**config.mk**
```make
export PLATFORM = sky130hd
export DESIGN_NAME = clipped_coverage_blit_core_flat
export DESIGN_NICKNAME = d
export VERILOG_FILES = /design/src/rtl/cbl_pkg.sv /design/src/rtl/cbl_in_if.sv /design/src/rtl/cbl_out_if.sv /design/src/rtl/cbl_front.sv /design/src/rtl/cbl_job_fifo.sv /design/src/rtl/cbl_back.sv /design/src/rtl/clipped_coverage_blit_core.sv /design/src/flat_wrapper.sv
export SDC_FILE = /design/constraint.sdc
export NUM_CORES = 1
export LEC_CHECK = 0
export BUFFER_PORTS_ARGS = -buffer_cell sky130_fd_sc_hd__buf_2
export CAP_MARGIN = 20
export CORE_MARGIN = 1
export CORE_UTILIZATION = 45
export CTS_CLUSTER_DIAMETER = 40
export DETAILED_ROUTE_END_ITERATION = 10
export GPL_TIMING_DRIVEN = 0
export PLACE_DENSITY_LB_ADDON = 0.3
export SLEW_MARGIN = 20
export SYNTH_ARGS = -nofsm -noshare
export SYNTH_HDL_FRONTEND = slang
export SYNTH_SLANG_ARGS = --single-unit
```
**constraint.sdc**
```tcl
create_clock -name i_clk -period 11.32 [get_ports i_clk]
set_input_delay 0.566 -clock i_clk [delete_from_list [all_inputs] [get_ports i_clk]]
set_output_delay 0.566 -clock i_clk [all_outputs]
set_load 0.01 [all_outputs]
```
**src/rtl/cbl_pkg.sv**
```systemverilog
// ============================================================================
// cbl_pkg
// Shared types, constants and helpers of the clipped coverage blit core.
// ============================================================================
package cbl_pkg;

    // Configuration port
    localparam int APB_ADDR_W = 5;
    localparam int APB_DATA_W = 32;

    localparam logic [2:0] REG_RECT_X      = 3'd0;
    localparam logic [2:0] REG_RECT_Y      = 3'd1;
    localparam logic [2:0] REG_RECT_WIDTH  = 3'd2;
    localparam logic [2:0] REG_RECT_HEIGHT = 3'd3;
    localparam logic [2:0] REG_FORE_COLOR  = 3'd4;
    localparam logic [2:0] REG_ROTATION    = 3'd5;

    // Panel commands
    localparam logic [7:0] CMD_COLUMN_SET   = 8'h2A;
    localparam logic [7:0] CMD_PAGE_SET     = 8'h2B;
    localparam logic [7:0] CMD_MEMORY_WRITE = 8'h2C;

    // Job queue between front and back
    localparam int JOB_FIFO_DEPTH = 4;

    typedef struct packed {
        logic signed [15:0] rect_x;
        logic signed [15:0] rect_y;
        logic [10:0]        rect_width;
        logic [10:0]        rect_height;
        logic [23:0]        fore_color;
        logic [1:0]         rotation;
    } t_cfg;

    typedef struct packed {
        logic [7:0] coverage;
        logic       send_window;
        logic       visible;
        logic       blit_end;
    } t_job;

    // floor(p / 255) for any p up to 255 * 255
    function automatic logic [7:0] div255(input logic [15:0] p);
        logic [16:0] s;
        s = {1'b0, p} + {9'd0, p[15:8]} + 17'd1;
        return s[15:8];
    endfunction

endpackage

```
**src/rtl/cbl_in_if.sv**
```systemverilog
// ============================================================================
// cbl_in_if
// Coverage input channel: one coverage byte per transaction.
// ============================================================================
interface cbl_in_if;
    logic       valid;
    logic       ready;
    logic [7:0] coverage;

    modport source (output valid, output coverage, input ready);
    modport sink   (input valid, input coverage, output ready);
endinterface

```
**src/rtl/cbl_out_if.sv**
```systemverilog
// ============================================================================
// cbl_out_if
// Panel bus output channel: one bus byte with its flags per transaction.
// ============================================================================
interface cbl_out_if;
    logic       valid;
    logic       ready;
    logic [7:0] bus_byte;
    logic       is_command;
    logic       blit_end;
    logic       last;

    modport source (output valid, output bus_byte, output is_command,
                    output blit_end, output last, input ready);
    modport sink   (input valid, input bus_byte, input is_command,
                    input blit_end, input last, output ready);
endinterface

```
**src/rtl/cbl_front.sv**
```systemverilog
// ============================================================================
// cbl_front
// Accept coverage items, track the source position, clip and queue jobs.
// ============================================================================
module cbl_front #(
    parameter int PANEL_WIDTH  = 320,
    parameter int PANEL_HEIGHT = 480
) (
    input  logic          i_clk,
    input  logic          i_rst_n,
    cbl_in_if.sink        i_in,
    input  cbl_pkg::t_cfg i_cfg,
    input  logic          i_full,
    output logic          o_push,
    output cbl_pkg::t_job o_job
);

    logic [10:0]        r_col, n_col;
    logic [10:0]        r_row, n_row;
    logic               r_win_sent, n_win_sent;

    logic [10:0]        scr_w, scr_h;
    logic signed [17:0] rx, ry, sx, sy, px, py, scr_w_s, scr_h_s;
    logic               empty, area, vis, send_win, accept;
    logic               col_wrap, row_wrap, x_end, y_end;

    always_comb begin
        scr_w   = i_cfg.rotation[0] ? 11'(PANEL_HEIGHT) : 11'(PANEL_WIDTH);
        scr_h   = i_cfg.rotation[0] ? 11'(PANEL_WIDTH)  : 11'(PANEL_HEIGHT);
        scr_w_s = $signed({7'd0, scr_w});
        scr_h_s = $signed({7'd0, scr_h});
        rx      = $signed({{2{i_cfg.rect_x[15]}}, i_cfg.rect_x});
        ry      = $signed({{2{i_cfg.rect_y[15]}}, i_cfg.rect_y});
        sx      = rx + $signed({7'd0, i_cfg.rect_width});
        sy      = ry + $signed({7'd0, i_cfg.rect_height});
        px      = rx + $signed({7'd0, r_col});
        py      = ry + $signed({7'd0, r_row});

        empty = (i_cfg.rect_width == 11'd0) || (i_cfg.rect_height == 11'd0);
        area  = !sx[17] && (sx != 18'sd0) && (rx < scr_w_s) &&
                !sy[17] && (sy != 18'sd0) && (ry < scr_h_s);
        vis   = area && (r_col < i_cfg.rect_width) && (r_row < i_cfg.rect_height) &&
                !px[17] && (px < scr_w_s) && !py[17] && (py < scr_h_s);

        col_wrap = ({1'b0, r_col} + 12'd1) >= {1'b0, i_cfg.rect_width};
        row_wrap = ({1'b0, r_row} + 12'd1) >= {1'b0, i_cfg.rect_height};
        // last visible column: either the rectangle edge or the screen edge
        x_end    = ({1'b0, r_col} + 12'd1 == {1'b0, i_cfg.rect_width}) ||
                   (px == scr_w_s - 18'sd1);
        y_end    = ({1'b0, r_row} + 12'd1 == {1'b0, i_cfg.rect_height}) ||
                   (py == scr_h_s - 18'sd1);
        send_win = area && !r_win_sent;

        accept = i_in.valid && !i_full;

        o_push               = accept && !empty && (send_win || vis);
        o_job.coverage       = i_in.coverage;
        o_job.send_window    = send_win;
        o_job.visible        = vis;
        o_job.blit_end       = vis && x_end && y_end;

        n_col      = r_col;
        n_row      = r_row;
        n_win_sent = r_win_sent;
        if (accept && !empty) begin
            if (send_win) begin
                n_win_sent = 1'b1;
            end
            if (col_wrap) begin
                n_col = 11'd0;
                if (row_wrap) begin
                    n_row      = 11'd0;
                    n_win_sent = 1'b0;
                end else begin
                    n_row = r_row + 11'd1;
                end
            end else begin
                n_col = r_col + 11'd1;
            end
        end
    end

    assign i_in.ready = !i_full;

    always_ff @(posedge i_clk) begin
        if (!i_rst_n) begin
            r_col      <= 11'd0;
            r_row      <= 11'd0;
            r_win_sent <= 1'b0;
        end else begin
            r_col      <= n_col;
            r_row      <= n_row;
            r_win_sent <= n_win_sent;
        end
    end

    // a job that shows nothing only exists to carry the window
    a_job_nonempty: assert property (@(posedge i_clk) disable iff (!i_rst_n)
        o_push |-> (o_job.send_window || o_job.visible))
        else $error("front queued an empty job");

    a_end_visible: assert property (@(posedge i_clk) disable iff (!i_rst_n)
        (o_push && o_job.blit_end) |-> o_job.visible)
        else $error("blit end on a clipped pixel");

endmodule

```
**src/rtl/cbl_job_fifo.sv**
```systemverilog
// ============================================================================
// cbl_job_fifo
// Short job queue that decouples the front from the byte sequencer.
// ============================================================================
module cbl_job_fifo (
    input  logic          i_clk,
    input  logic          i_rst_n,
    input  logic          i_push,
    input  cbl_pkg::t_job i_data,
    input  logic          i_pop,
    output logic          o_full,
    output logic          o_valid,
    output cbl_pkg::t_job o_data
);

    localparam int DEPTH = cbl_pkg::JOB_FIFO_DEPTH;
    localparam int PTR_W = $clog2(DEPTH);
    localparam int CNT_W = $clog2(DEPTH + 1);

    cbl_pkg::t_job    r_mem [DEPTH];
    logic [PTR_W-1:0] r_wptr, r_rptr;
    logic [CNT_W-1:0] r_count;

    assign o_full  = (r_count == CNT_W'(DEPTH));
    assign o_valid = (r_count != '0);
    assign o_data  = r_mem[r_rptr];

    always_ff @(posedge i_clk) begin
        if (i_push) begin
            r_mem[r_wptr] <= i_data;
        end
    end

    always_ff @(posedge i_clk) begin
        if (!i_rst_n) begin
            r_wptr  <= '0;
            r_rptr  <= '0;
            r_count <= '0;
        end else begin
            if (i_push) begin
                r_wptr <= (r_wptr == PTR_W'(DEPTH - 1)) ? '0 : r_wptr + 1'b1;
            end
            if (i_pop) begin
                r_rptr <= (r_rptr == PTR_W'(DEPTH - 1)) ? '0 : r_rptr + 1'b1;
            end
            case ({i_push, i_pop})
                2'b10:   r_count <= r_count + 1'b1;
                2'b01:   r_count <= r_count - 1'b1;
                default: r_count <= r_count;
            endcase
        end
    end

    a_no_overflow: assert property (@(posedge i_clk) disable iff (!i_rst_n)
        !(i_push && o_full))
        else $error("push into full job queue");

    a_no_underflow: assert property (@(posedge i_clk) disable iff (!i_rst_n)
        !(i_pop && !o_valid))
        else $error("pop from empty job queue");

endmodule

```
**src/rtl/cbl_back.sv**
```systemverilog
// ============================================================================
// cbl_back
// Byte sequencer: window command and address bytes, then three scaled color bytes for a visible pixel.
// ============================================================================
module cbl_back #(
    parameter int PANEL_WIDTH  = 320,
    parameter int PANEL_HEIGHT = 480
) (
    input  logic          i_clk,
    input  logic          i_rst_n,
    input  cbl_pkg::t_cfg i_cfg,
    input  logic          i_head_valid,
    input  cbl_pkg::t_job i_head,
    output logic          o_pop,
    cbl_out_if.source     o_out
);

    localparam logic [3:0] STEP_COL_CMD = 4'd0;
    localparam logic [3:0] STEP_X0_HI   = 4'd1;
    localparam logic [3:0] STEP_X0_LO   = 4'd2;
    localparam logic [3:0] STEP_X1_HI   = 4'd3;
    localparam logic [3:0] STEP_X1_LO   = 4'd4;
    localparam logic [3:0] STEP_PAGE_CMD = 4'd5;
    localparam logic [3:0] STEP_Y0_HI   = 4'd6;
    localparam logic [3:0] STEP_Y0_LO   = 4'd7;
    localparam logic [3:0] STEP_Y1_HI   = 4'd8;
    localparam logic [3:0] STEP_Y1_LO   = 4'd9;
    localparam logic [3:0] STEP_WR_CMD  = 4'd10;
    localparam logic [3:0] STEP_RED     = 4'd11;
    localparam logic [3:0] STEP_GREEN   = 4'd12;
    localparam logic [3:0] STEP_BLUE    = 4'd13;

    logic               r_busy;
    logic [3:0]         r_step;
    cbl_pkg::t_job      r_job;

    logic               r_out_valid;
    logic [7:0]         r_out_byte;
    logic               r_out_cmd;
    logic               r_out_end;
    logic               r_out_last;

    logic [10:0]        scr_w, scr_h;
    logic signed [17:0] sx, sy, scr_w_s, scr_h_s;
    logic [15:0]        x0, x1m, y0, y1m;
    logic [7:0]         chan, byte_val;
    logic [15:0]        prod;
    logic               cmd_val;
    logic [3:0]         end_step;
    logic               advance, finish;

    // clipped window corners
    always_comb begin
        scr_w   = i_cfg.rotation[0] ? 11'(PANEL_HEIGHT) : 11'(PANEL_WIDTH);
        scr_h   = i_cfg.rotation[0] ? 11'(PANEL_WIDTH)  : 11'(PANEL_HEIGHT);
        scr_w_s = $signed({7'd0, scr_w});
        scr_h_s = $signed({7'd0, scr_h});
        sx      = $signed({{2{i_cfg.rect_x[15]}}, i_cfg.rect_x}) +
                  $signed({7'd0, i_cfg.rect_width});
        sy      = $signed({{2{i_cfg.rect_y[15]}}, i_cfg.rect_y}) +
                  $signed({7'd0, i_cfg.rect_height});
        x0      = i_cfg.rect_x[15] ? 16'd0 : i_cfg.rect_x;
        y0      = i_cfg.rect_y[15] ? 16'd0 : i_cfg.rect_y;
        x1m     = (sx > scr_w_s) ? {5'd0, scr_w - 11'd1} : 16'(sx - 18'sd1);
        y1m     = (sy > scr_h_s) ? {5'd0, scr_h - 11'd1} : 16'(sy - 18'sd1);
    end

    // byte for the current step
    always_comb begin
        unique case (r_step)
            STEP_RED:   chan = i_cfg.fore_color[23:16];
            STEP_GREEN: chan = i_cfg.fore_color[15:8];
            default:    chan = i_cfg.fore_color[7:0];
        endcase
        prod    = chan * r_job.coverage;
        cmd_val = 1'b0;
        unique case (r_step)
            STEP_COL_CMD:  begin byte_val = cbl_pkg::CMD_COLUMN_SET; cmd_val = 1'b1; end
            STEP_X0_HI:    byte_val = x0[15:8];
            STEP_X0_LO:    byte_val = x0[7:0];
            STEP_X1_HI:    byte_val = x1m[15:8];
            STEP_X1_LO:    byte_val = x1m[7:0];
            STEP_PAGE_CMD: begin byte_val = cbl_pkg::CMD_PAGE_SET; cmd_val = 1'b1; end
            STEP_Y0_HI:    byte_val = y0[15:8];
            STEP_Y0_LO:    byte_val = y0[7:0];
            STEP_Y1_HI:    byte_val = y1m[15:8];
            STEP_Y1_LO:    byte_val = y1m[7:0];
            STEP_WR_CMD:   begin byte_val = cbl_pkg::CMD_MEMORY_WRITE; cmd_val = 1'b1; end
            default:       byte_val = cbl_pkg::div255(prod);
        endcase
    end

    assign end_step = r_job.visible ? STEP_BLUE : STEP_WR_CMD;
    assign advance  = r_busy && (!r_out_valid || o_out.ready);
    assign finish   = advance && (r_step == end_step);
    assign o_pop    = i_head_valid && (!r_busy || finish);

    always_ff @(posedge i_clk) begin
        if (!i_rst_n) begin
            r_busy <= 1'b0;
            r_step <= STEP_COL_CMD;
        end else if (o_pop) begin
            r_busy <= 1'b1;
            r_step <= i_head.send_window ? STEP_COL_CMD : STEP_RED;
        end else if (finish) begin
            r_busy <= 1'b0;
        end else if (advance) begin
            r_step <= r_step + 4'd1;
        end
    end

    always_ff @(posedge i_clk) begin
        if (o_pop) begin
            r_job <= i_head;
        end
    end

    always_ff @(posedge i_clk) begin
        if (!i_rst_n) begin
            r_out_valid <= 1'b0;
        end else if (advance) begin
            r_out_valid <= 1'b1;
        end else if (o_out.ready) begin
            r_out_valid <= 1'b0;
        end
    end

    always_ff @(posedge i_clk) begin
        if (advance) begin
            r_out_byte <= byte_val;
            r_out_cmd  <= cmd_val;
            r_out_end  <= (r_step == STEP_BLUE) && r_job.blit_end;
            r_out_last <= (r_step == end_step);
        end
    end

    assign o_out.valid      = r_out_valid;
    assign o_out.bus_byte   = r_out_byte;
    assign o_out.is_command = r_out_cmd;
    assign o_out.blit_end   = r_out_end;
    assign o_out.last       = r_out_last;

    a_step_range: assert property (@(posedge i_clk) disable iff (!i_rst_n)
        r_busy |-> (r_step <= STEP_BLUE))
        else $error("sequencer step out of range");

    a_end_is_last: assert property (@(posedge i_clk) disable iff (!i_rst_n)
        (r_out_valid && r_out_end) |-> (r_out_last && !r_out_cmd))
        else $error("blit end not on last pixel data byte");

endmodule

```
**src/rtl/clipped_coverage_blit_core.sv**
```systemverilog
// ============================================================================
// clipped_coverage_blit_core
// Clipped coverage blit over black onto a panel byte bus.
// ============================================================================
//
//  channel   dir  handshake               payload
//  --------  ---  ----------------------  --------------------------------------
//  i_in      in   valid/ready             coverage[7:0]
//  o_out     out  valid/ready             bus_byte[7:0], is_command, blit_end,
//                                         last
//  APB       in   psel/penable/pwrite     paddr[4:0], pwdata[31:0], prdata[31:0]
//
//  Bytes: a visible pixel takes 3 bus bytes, and the first item of a blit
//  adds 11 for the address window; the single byte sequencer in the back end
//  sets the pace of a pixel stream, and takes the next job as it sends the last byte.
//  Clipped items that carry no window are taken without queueing a job.
//  Reset: synchronous, active low; clears the configuration registers, counters and the queue.
//  Stalls: a 4-entry job queue lets the front keep taking items while the
//  output is held; the front stalls only when the queue is full.
//
module clipped_coverage_blit_core #(
    parameter int PANEL_WIDTH  = 320,
    parameter int PANEL_HEIGHT = 480
) (
    input  logic                             i_clk,
    input  logic                             i_rst_n,
    cbl_in_if.sink                           i_in,
    cbl_out_if.source                        o_out,
    input  logic                             psel,
    input  logic                             penable,
    input  logic                             pwrite,
    input  logic [cbl_pkg::APB_ADDR_W-1:0]   paddr,
    input  logic [cbl_pkg::APB_DATA_W-1:0]   pwdata,
    output logic [cbl_pkg::APB_DATA_W-1:0]   prdata,
    output logic                             pready
);

    cbl_pkg::t_cfg r_cfg;
    logic [2:0]    reg_idx;
    logic          cfg_wr;

    logic          push, pop, full, head_valid;
    cbl_pkg::t_job push_job, head_job;

    // Register file: word address selects the register, writes in access phase
    assign pready  = 1'b1;
    assign reg_idx = paddr[4:2];
    assign cfg_wr  = psel && penable && pwrite && pready;

    always_ff @(posedge i_clk) begin
        if (!i_rst_n) begin
            r_cfg <= '0;
        end else if (cfg_wr) begin
            unique case (reg_idx)
                cbl_pkg::REG_RECT_X:      r_cfg.rect_x      <= pwdata[15:0];
                cbl_pkg::REG_RECT_Y:      r_cfg.rect_y      <= pwdata[15:0];
                cbl_pkg::REG_RECT_WIDTH:  r_cfg.rect_width  <= pwdata[10:0];
                cbl_pkg::REG_RECT_HEIGHT: r_cfg.rect_height <= pwdata[10:0];
                cbl_pkg::REG_FORE_COLOR:  r_cfg.fore_color  <= pwdata[23:0];
                cbl_pkg::REG_ROTATION:    r_cfg.rotation    <= pwdata[1:0];
                default:                  r_cfg             <= r_cfg;
            endcase
        end
    end

    // Read back: zero-extend each register
    always_comb begin
        unique case (reg_idx)
            cbl_pkg::REG_RECT_X:      prdata = {16'd0, r_cfg.rect_x};
            cbl_pkg::REG_RECT_Y:      prdata = {16'd0, r_cfg.rect_y};
            cbl_pkg::REG_RECT_WIDTH:  prdata = {21'd0, r_cfg.rect_width};
            cbl_pkg::REG_RECT_HEIGHT: prdata = {21'd0, r_cfg.rect_height};
            cbl_pkg::REG_FORE_COLOR:  prdata = {8'd0, r_cfg.fore_color};
            cbl_pkg::REG_ROTATION:    prdata = {30'd0, r_cfg.rotation};
            default:                  prdata = '0;
        endcase
    end

    // Front: take coverage items, advance the source position, classify
    cbl_front #(
        .PANEL_WIDTH  (PANEL_WIDTH),
        .PANEL_HEIGHT (PANEL_HEIGHT)
    ) u_front (
        .i_clk   (i_clk),
        .i_rst_n (i_rst_n),
        .i_in    (i_in),
        .i_cfg   (r_cfg),
        .i_full  (full),
        .o_push  (push),
        .o_job   (push_job)
    );

    // Queue: hold classified jobs while the bus side is busy or stalled
    cbl_job_fifo u_fifo (
        .i_clk   (i_clk),
        .i_rst_n (i_rst_n),
        .i_push  (push),
        .i_data  (push_job),
        .i_pop   (pop),
        .o_full  (full),
        .o_valid (head_valid),
        .o_data  (head_job)
    );

    // Back: emit window and pixel bytes through the output register
    cbl_back #(
        .PANEL_WIDTH  (PANEL_WIDTH),
        .PANEL_HEIGHT (PANEL_HEIGHT)
    ) u_back (
        .i_clk        (i_clk),
        .i_rst_n      (i_rst_n),
        .i_cfg        (r_cfg),
        .i_head_valid (head_valid),
        .i_head       (head_job),
        .o_pop        (pop),
        .o_out        (o_out)
    );

    // Config changes only while idle is up to the user: nothing may be queued across a write
    a_cfg_idle: assert property (@(posedge i_clk) disable iff (!i_rst_n)
        cfg_wr |-> !head_valid)
        else $error("configuration written with jobs pending");

    a_push_ready: assert property (@(posedge i_clk) disable iff (!i_rst_n)
        push |-> (i_in.valid && i_in.ready))
        else $error("job queued without an input transaction");

endmodule
```
**src/flat_wrapper.sv**
```systemverilog
// flat-port wrapper written by rule: the top's interface ports become plain ports
module clipped_coverage_blit_core_flat 
#(
    parameter int PANEL_WIDTH  = 320,
    parameter int PANEL_HEIGHT = 480
)
  (i_clk, i_rst_n, psel, penable, pwrite, paddr, pwdata, prdata, pready, i_in_valid, i_in_coverage, i_in_ready, o_out_valid, o_out_bus_byte, o_out_is_command, o_out_blit_end, o_out_last, o_out_ready);
  cbl_in_if i_in_i ();
  cbl_out_if o_out_i ();
  input  logic i_clk;
  input  logic i_rst_n;
  input  logic psel;
  input  logic penable;
  input  logic pwrite;
  input  logic [cbl_pkg::APB_ADDR_W-1:0] paddr;
  input  logic [cbl_pkg::APB_DATA_W-1:0] pwdata;
  output logic [cbl_pkg::APB_DATA_W-1:0] prdata;
  output logic pready;
  input wire logic [$bits(i_in_i.valid)-1:0] i_in_valid;
  input wire logic [$bits(i_in_i.coverage)-1:0] i_in_coverage;
  output wire logic [$bits(i_in_i.ready)-1:0] i_in_ready;
  output wire logic [$bits(o_out_i.valid)-1:0] o_out_valid;
  output wire logic [$bits(o_out_i.bus_byte)-1:0] o_out_bus_byte;
  output wire logic [$bits(o_out_i.is_command)-1:0] o_out_is_command;
  output wire logic [$bits(o_out_i.blit_end)-1:0] o_out_blit_end;
  output wire logic [$bits(o_out_i.last)-1:0] o_out_last;
  input wire logic [$bits(o_out_i.ready)-1:0] o_out_ready;
  assign i_in_i.valid = i_in_valid;
  assign i_in_i.coverage = i_in_coverage;
  assign i_in_ready = i_in_i.ready;
  assign o_out_valid = o_out_i.valid;
  assign o_out_bus_byte = o_out_i.bus_byte;
  assign o_out_is_command = o_out_i.is_command;
  assign o_out_blit_end = o_out_i.blit_end;
  assign o_out_last = o_out_i.last;
  assign o_out_i.ready = o_out_ready;
  clipped_coverage_blit_core #(.PANEL_WIDTH(PANEL_WIDTH), .PANEL_HEIGHT(PANEL_HEIGHT)) u_core (.i_clk(i_clk), .i_rst_n(i_rst_n), .i_in(i_in_i), .o_out(o_out_i), .psel(psel), .penable(penable), .pwrite(pwrite), .paddr(paddr), .pwdata(pwdata), .prdata(prdata), .pready(pready));
endmodule
```
==> flow_summary.json <==
{
  "min_delay_worst_endpoint": "u_core.u_fifo.r_mem[3][10]$_DFFE_PP_",
  "grt_start_max_net_pins": 21,
  "syn_area_sq_um": 16100,
  "initial_core_util_pct": 46.1,
  "synth-edff-count": 65,
  "crit_type": "reg -> reg",
  "path_delay_family": "compound AO/OA/AOI/OAI gates",
  "ys_async_sr_fraction_pct": 0,
  "reg2reg_slack_ps": 1300,
  "cp_num_buf_inv": 6,
  "powerDensity_nw_per_um2": 79.5,
  "grt_use_met3_pct": 5.40,
  "timing.rr.start": "u_core.u_back.r_step[0]$_SDFFE_PN0P_",
  "drive_gt1_share_pct": 9.19,
  "final_hold_viol_count": 0,
  "htree_levels": 4,
  "ios": 98,
  "rr_endpoint": "u_core.u_back.o_out.bus_byte[6]$_DFFE_PP_",
  "rows": 68,
  "ys.flop_type": "dfxtp_1",
  "antenna_left": 0,
  "path_max_fanout": 9,
  "ys_seq_area_share_pct": 26.8,
  "fin_skew_ps": 15.6,
  "cts_root_buffer": "clkbuf_16",
  "cts_hold_buf": 0,
  "syn_to_final_growth_pct": 9.97,
  "worstMarginPinSlew_ps": 1080,
  "end_kind": "flip-flop",
  "worstPathRequired_ps": 11490,
  "diodes": 0,
  "die_h_um": 191,
  "min_from": "i_in_coverage[7]",
  "fin_crit_ps": 10020,
  "post_cts_buffers": 0,
  "gp_congestion": 1.03,
  "rsz0062_at_grt": "false",
  "cts_inserted_buffers": 17,
  "layout_worst_path_cycle_share_pct": 88.5,
  "reg2reg_depth": 33,
  "vias_per_cell": 5.94,
  "busiest_layer": "met2",
  "cp_num_cells": 33,
  "holdWs_ps": 331,
  "n_fill_cell": 3338,
  "synth.distinct_cells": 92,
  "relSlewSlack_pct": 27.1,
  "hold_path.class": "in -> reg",
  "core_sq_um": 34900,
  "yosysWarnings": 0,
  "synth.avg_cell_area_sq_um": 8.53,
  "vias": 14600,
  "wl_per_cell_um": 21.2,
  "io_buffers": 76,
  "grt_overflow": 0,
  "clock_path_buffers": 2,
  "outcome": "completed",
  "die_w_um": 191,
  "drv_cap": 0,
  "worst_hold_path.num_cells": 1,
  "power_mw": 1.41,
  "arrival_ps": 10180,
  "ys_ff_latch": 183,
  "path_clk_slew_ps": 80,
  "power.leakage_nw": 7.55,
  "dieArea_sq_um": 36500,
  "grt_pass1_vias": 13500,
  "num-nets-final": 2238,
  "first_pass_iters": 6,
  "dpl.cell_count": 2426,
  "grt_use_met2_pct": 44.2,
  "finalSetupTns_ps": 0,
  "ir_worst_vdd_mv": 0.142,
  "start_kind": "flip-flop",
  "grt_usage_pct": 28.6,
  "cts_tree": "built",
  "crit_path_max_incr_delay_ps": 800,
  "totalWireLength_mm": 52.1,
  "finalMaxSlewViolations": 0,
  "post-route-drc-count": 0,
  "drt_iter0_markers": 1263,
  "grt_pass1_wl_mm": 78.4,
  "antenna_found_initial": 0,
  "dp_hpwl_mm": 40.7,
  "grt_use_met1_pct": 39.2,
  "slowest_stage": "a21oi_1",
  "clock_sinks": 183,
  "final_cells": 2458,
  "cts-resized-gates": 0,
  "syn-instance-count": 1887,
  "clkLatencyLatePin_ps": 460,
  "fmax_ghz": 0.0998,
  "setup_viol": 0
}
-- worst register-to-register path, delay by kind of cell (launching register included) --
| kind | cells | cell delay (ps) |
|---|---|---|
| AOI/OAI and AO/OA | 10 | 3450 |
| xor gates and xnor gates | 1 | 250 |
| adders and majority gates | 7 | 2830 |
| buffers and inverters | 6 | 960 |
| DFF | 1 | 390 |
| and+or+nand+nor | 9 | 1820 |
-- placed cells by master (no fill, tap or decap), drive strengths merged, types with 19 or more instances in the layout --
| cell type | n |
|---|---|
| fa | 41 |
| o21ai | 75 |
| nor4 | 19 |
| and3 | 38 |
| nand2 | 232 |
| nand2b | 25 |
| o21a | 21 |
| xor2 | 57 |
| inv | 136 |
| mux2i | 39 |
| and2 | 28 |
| nand3 | 34 |
| nor3 | 32 |
| dfxtp | 118 |
| a21boi | 75 |
| nor2 | 112 |
| edfxtp | 65 |
| nor2b | 83 |
| clkbuf | 76 |
| xnor2 | 54 |
| a21oi | 99 |
| buf | 111 |
| ha | 155 |
-- logic make-up after synthesis --
kind of cell    after synthesis  share of synthesized area, %
mux                          54                          4.32
buf+inv                     221                          5.65
fa+ha+maj                   196                          17.2
flops                       183                          26.8
xor+xnor                    111                          6.04
other cells                   2                        0.0467
compound gates              457                          19.5
simple gates                663                          20.4
-- cells in the mapped netlist (41+ instances only) --
library cell | instances | share of area (%)
ha_1 | 155 | 12
fa_1 | 41 | 5.1
dfxtp_1 | 118 | 15
xor2_1 | 57 | 3.1
nand2_1 | 232 | 5.4
nor2b_1 | 83 | 3.2
clkbuf_1 | 59 | 1.4
a21boi_0 | 74 | 3.5
xnor2_1 | 54 | 2.9
a21oi_1 | 98 | 3.0
edfxtp_1 | 65 | 12
inv_1 | 128 | 3.0
nor2_1 | 111 | 2.6
o21ai_0 | 73 | 2.3
-- state kept, by name, summed over array words and instances, names as in the netlist, 2 cells and up, named ones only --
| register | count |
|---|---|
| u_core.u_front.r_col | 11 |
| u_core.u_fifo.r_count | 3 |
| u_core.u_back.o_out.bus_byte | 8 |
| u_core.u_back.r_step | 4 |
| u_core.r_cfg | 80 |
| u_core.u_front.r_row | 11 |
| u_core.u_fifo.r_wptr | 2 |
| u_core.u_fifo.r_rptr | 2 |
| u_core.u_fifo.r_mem | 44 |
| u_core.u_back.r_job | 10 |
-- metal layers --
| metal | vias up | routed length [um] |
|---|---|---|
| met3 | 115 | 4280 |
| met1 | 6963 | 23000 |
| li1 | 6897 | - |
| met5 | - | 0 |
| met4 | 0 | 1940 |
| met2 | 626 | 22900 |
-- report_power, final --
part           leakage (nW)  internal [mW]  switching, mW
combinational          5.71         0.0432         0.0735
clock                 0.288          0.298          0.306
sequential             1.56          0.681        0.00626
-- layout make-up --
class,count,area (sq um),area share [%]
Inverter,128,480,2.72
Buffer,93,429,2.43
Tap cell,455,569,3.22
Multi-Input combinational cell,1490,10900,61.7
Timing Repair Buffer,77,385,2.18
Sequential cell,183,4310,24.4
Clock buffer,17,425,2.40
Clock inverter,15,169,0.955
-- worst max-delay path by stage --
stage / start / end / slack (ps)
3_5_place_dp: u_core.u_back.r_step[0]$_SDFFE_PN0P_ / u_core.u_back.o_out.bus_byte[6]$_DFFE_PP_ / 1450
4_1_cts: u_core.u_back.r_step[0]$_SDFFE_PN0P_ / u_core.u_back.o_out.bus_byte[6]$_DFFE_PP_ / 1370
6_report: u_core.u_back.r_step[0]$_SDFFE_PN0P_ / u_core.u_back.o_out.bus_byte[6]$_DFFE_PP_ / 1300
5_1_grt: u_core.u_back.r_step[0]$_SDFFE_PN0P_ / u_core.u_back.o_out.bus_byte[4]$_DFFE_PP_ / 570
2_1_floorplan: u_core.u_back.r_step[0]$_SDFFE_PN0P_ / u_core.u_back.o_out.bus_byte[6]$_DFFE_PP_ / 3050
3_3_place_gp: u_core.u_back.r_step[0]$_SDFFE_PN0P_ / u_core.u_back.o_out.bus_byte[6]$_DFFE_PP_ / 1640
-- through the flow --
step | cell area [sq um] | utilization (%) | setup slack, ps
floorplan | 16100 | - | 3050
CTS | 17700 | 50.7 | 1370
detailed placement | 17100 | 49.0 | 1450
global placement | 17100 | 48.9 | 1640
global route | 17700 | 50.7 | 572
finish | 17700 | 50.7 | 1300
(Power assumes the default switching activity.)
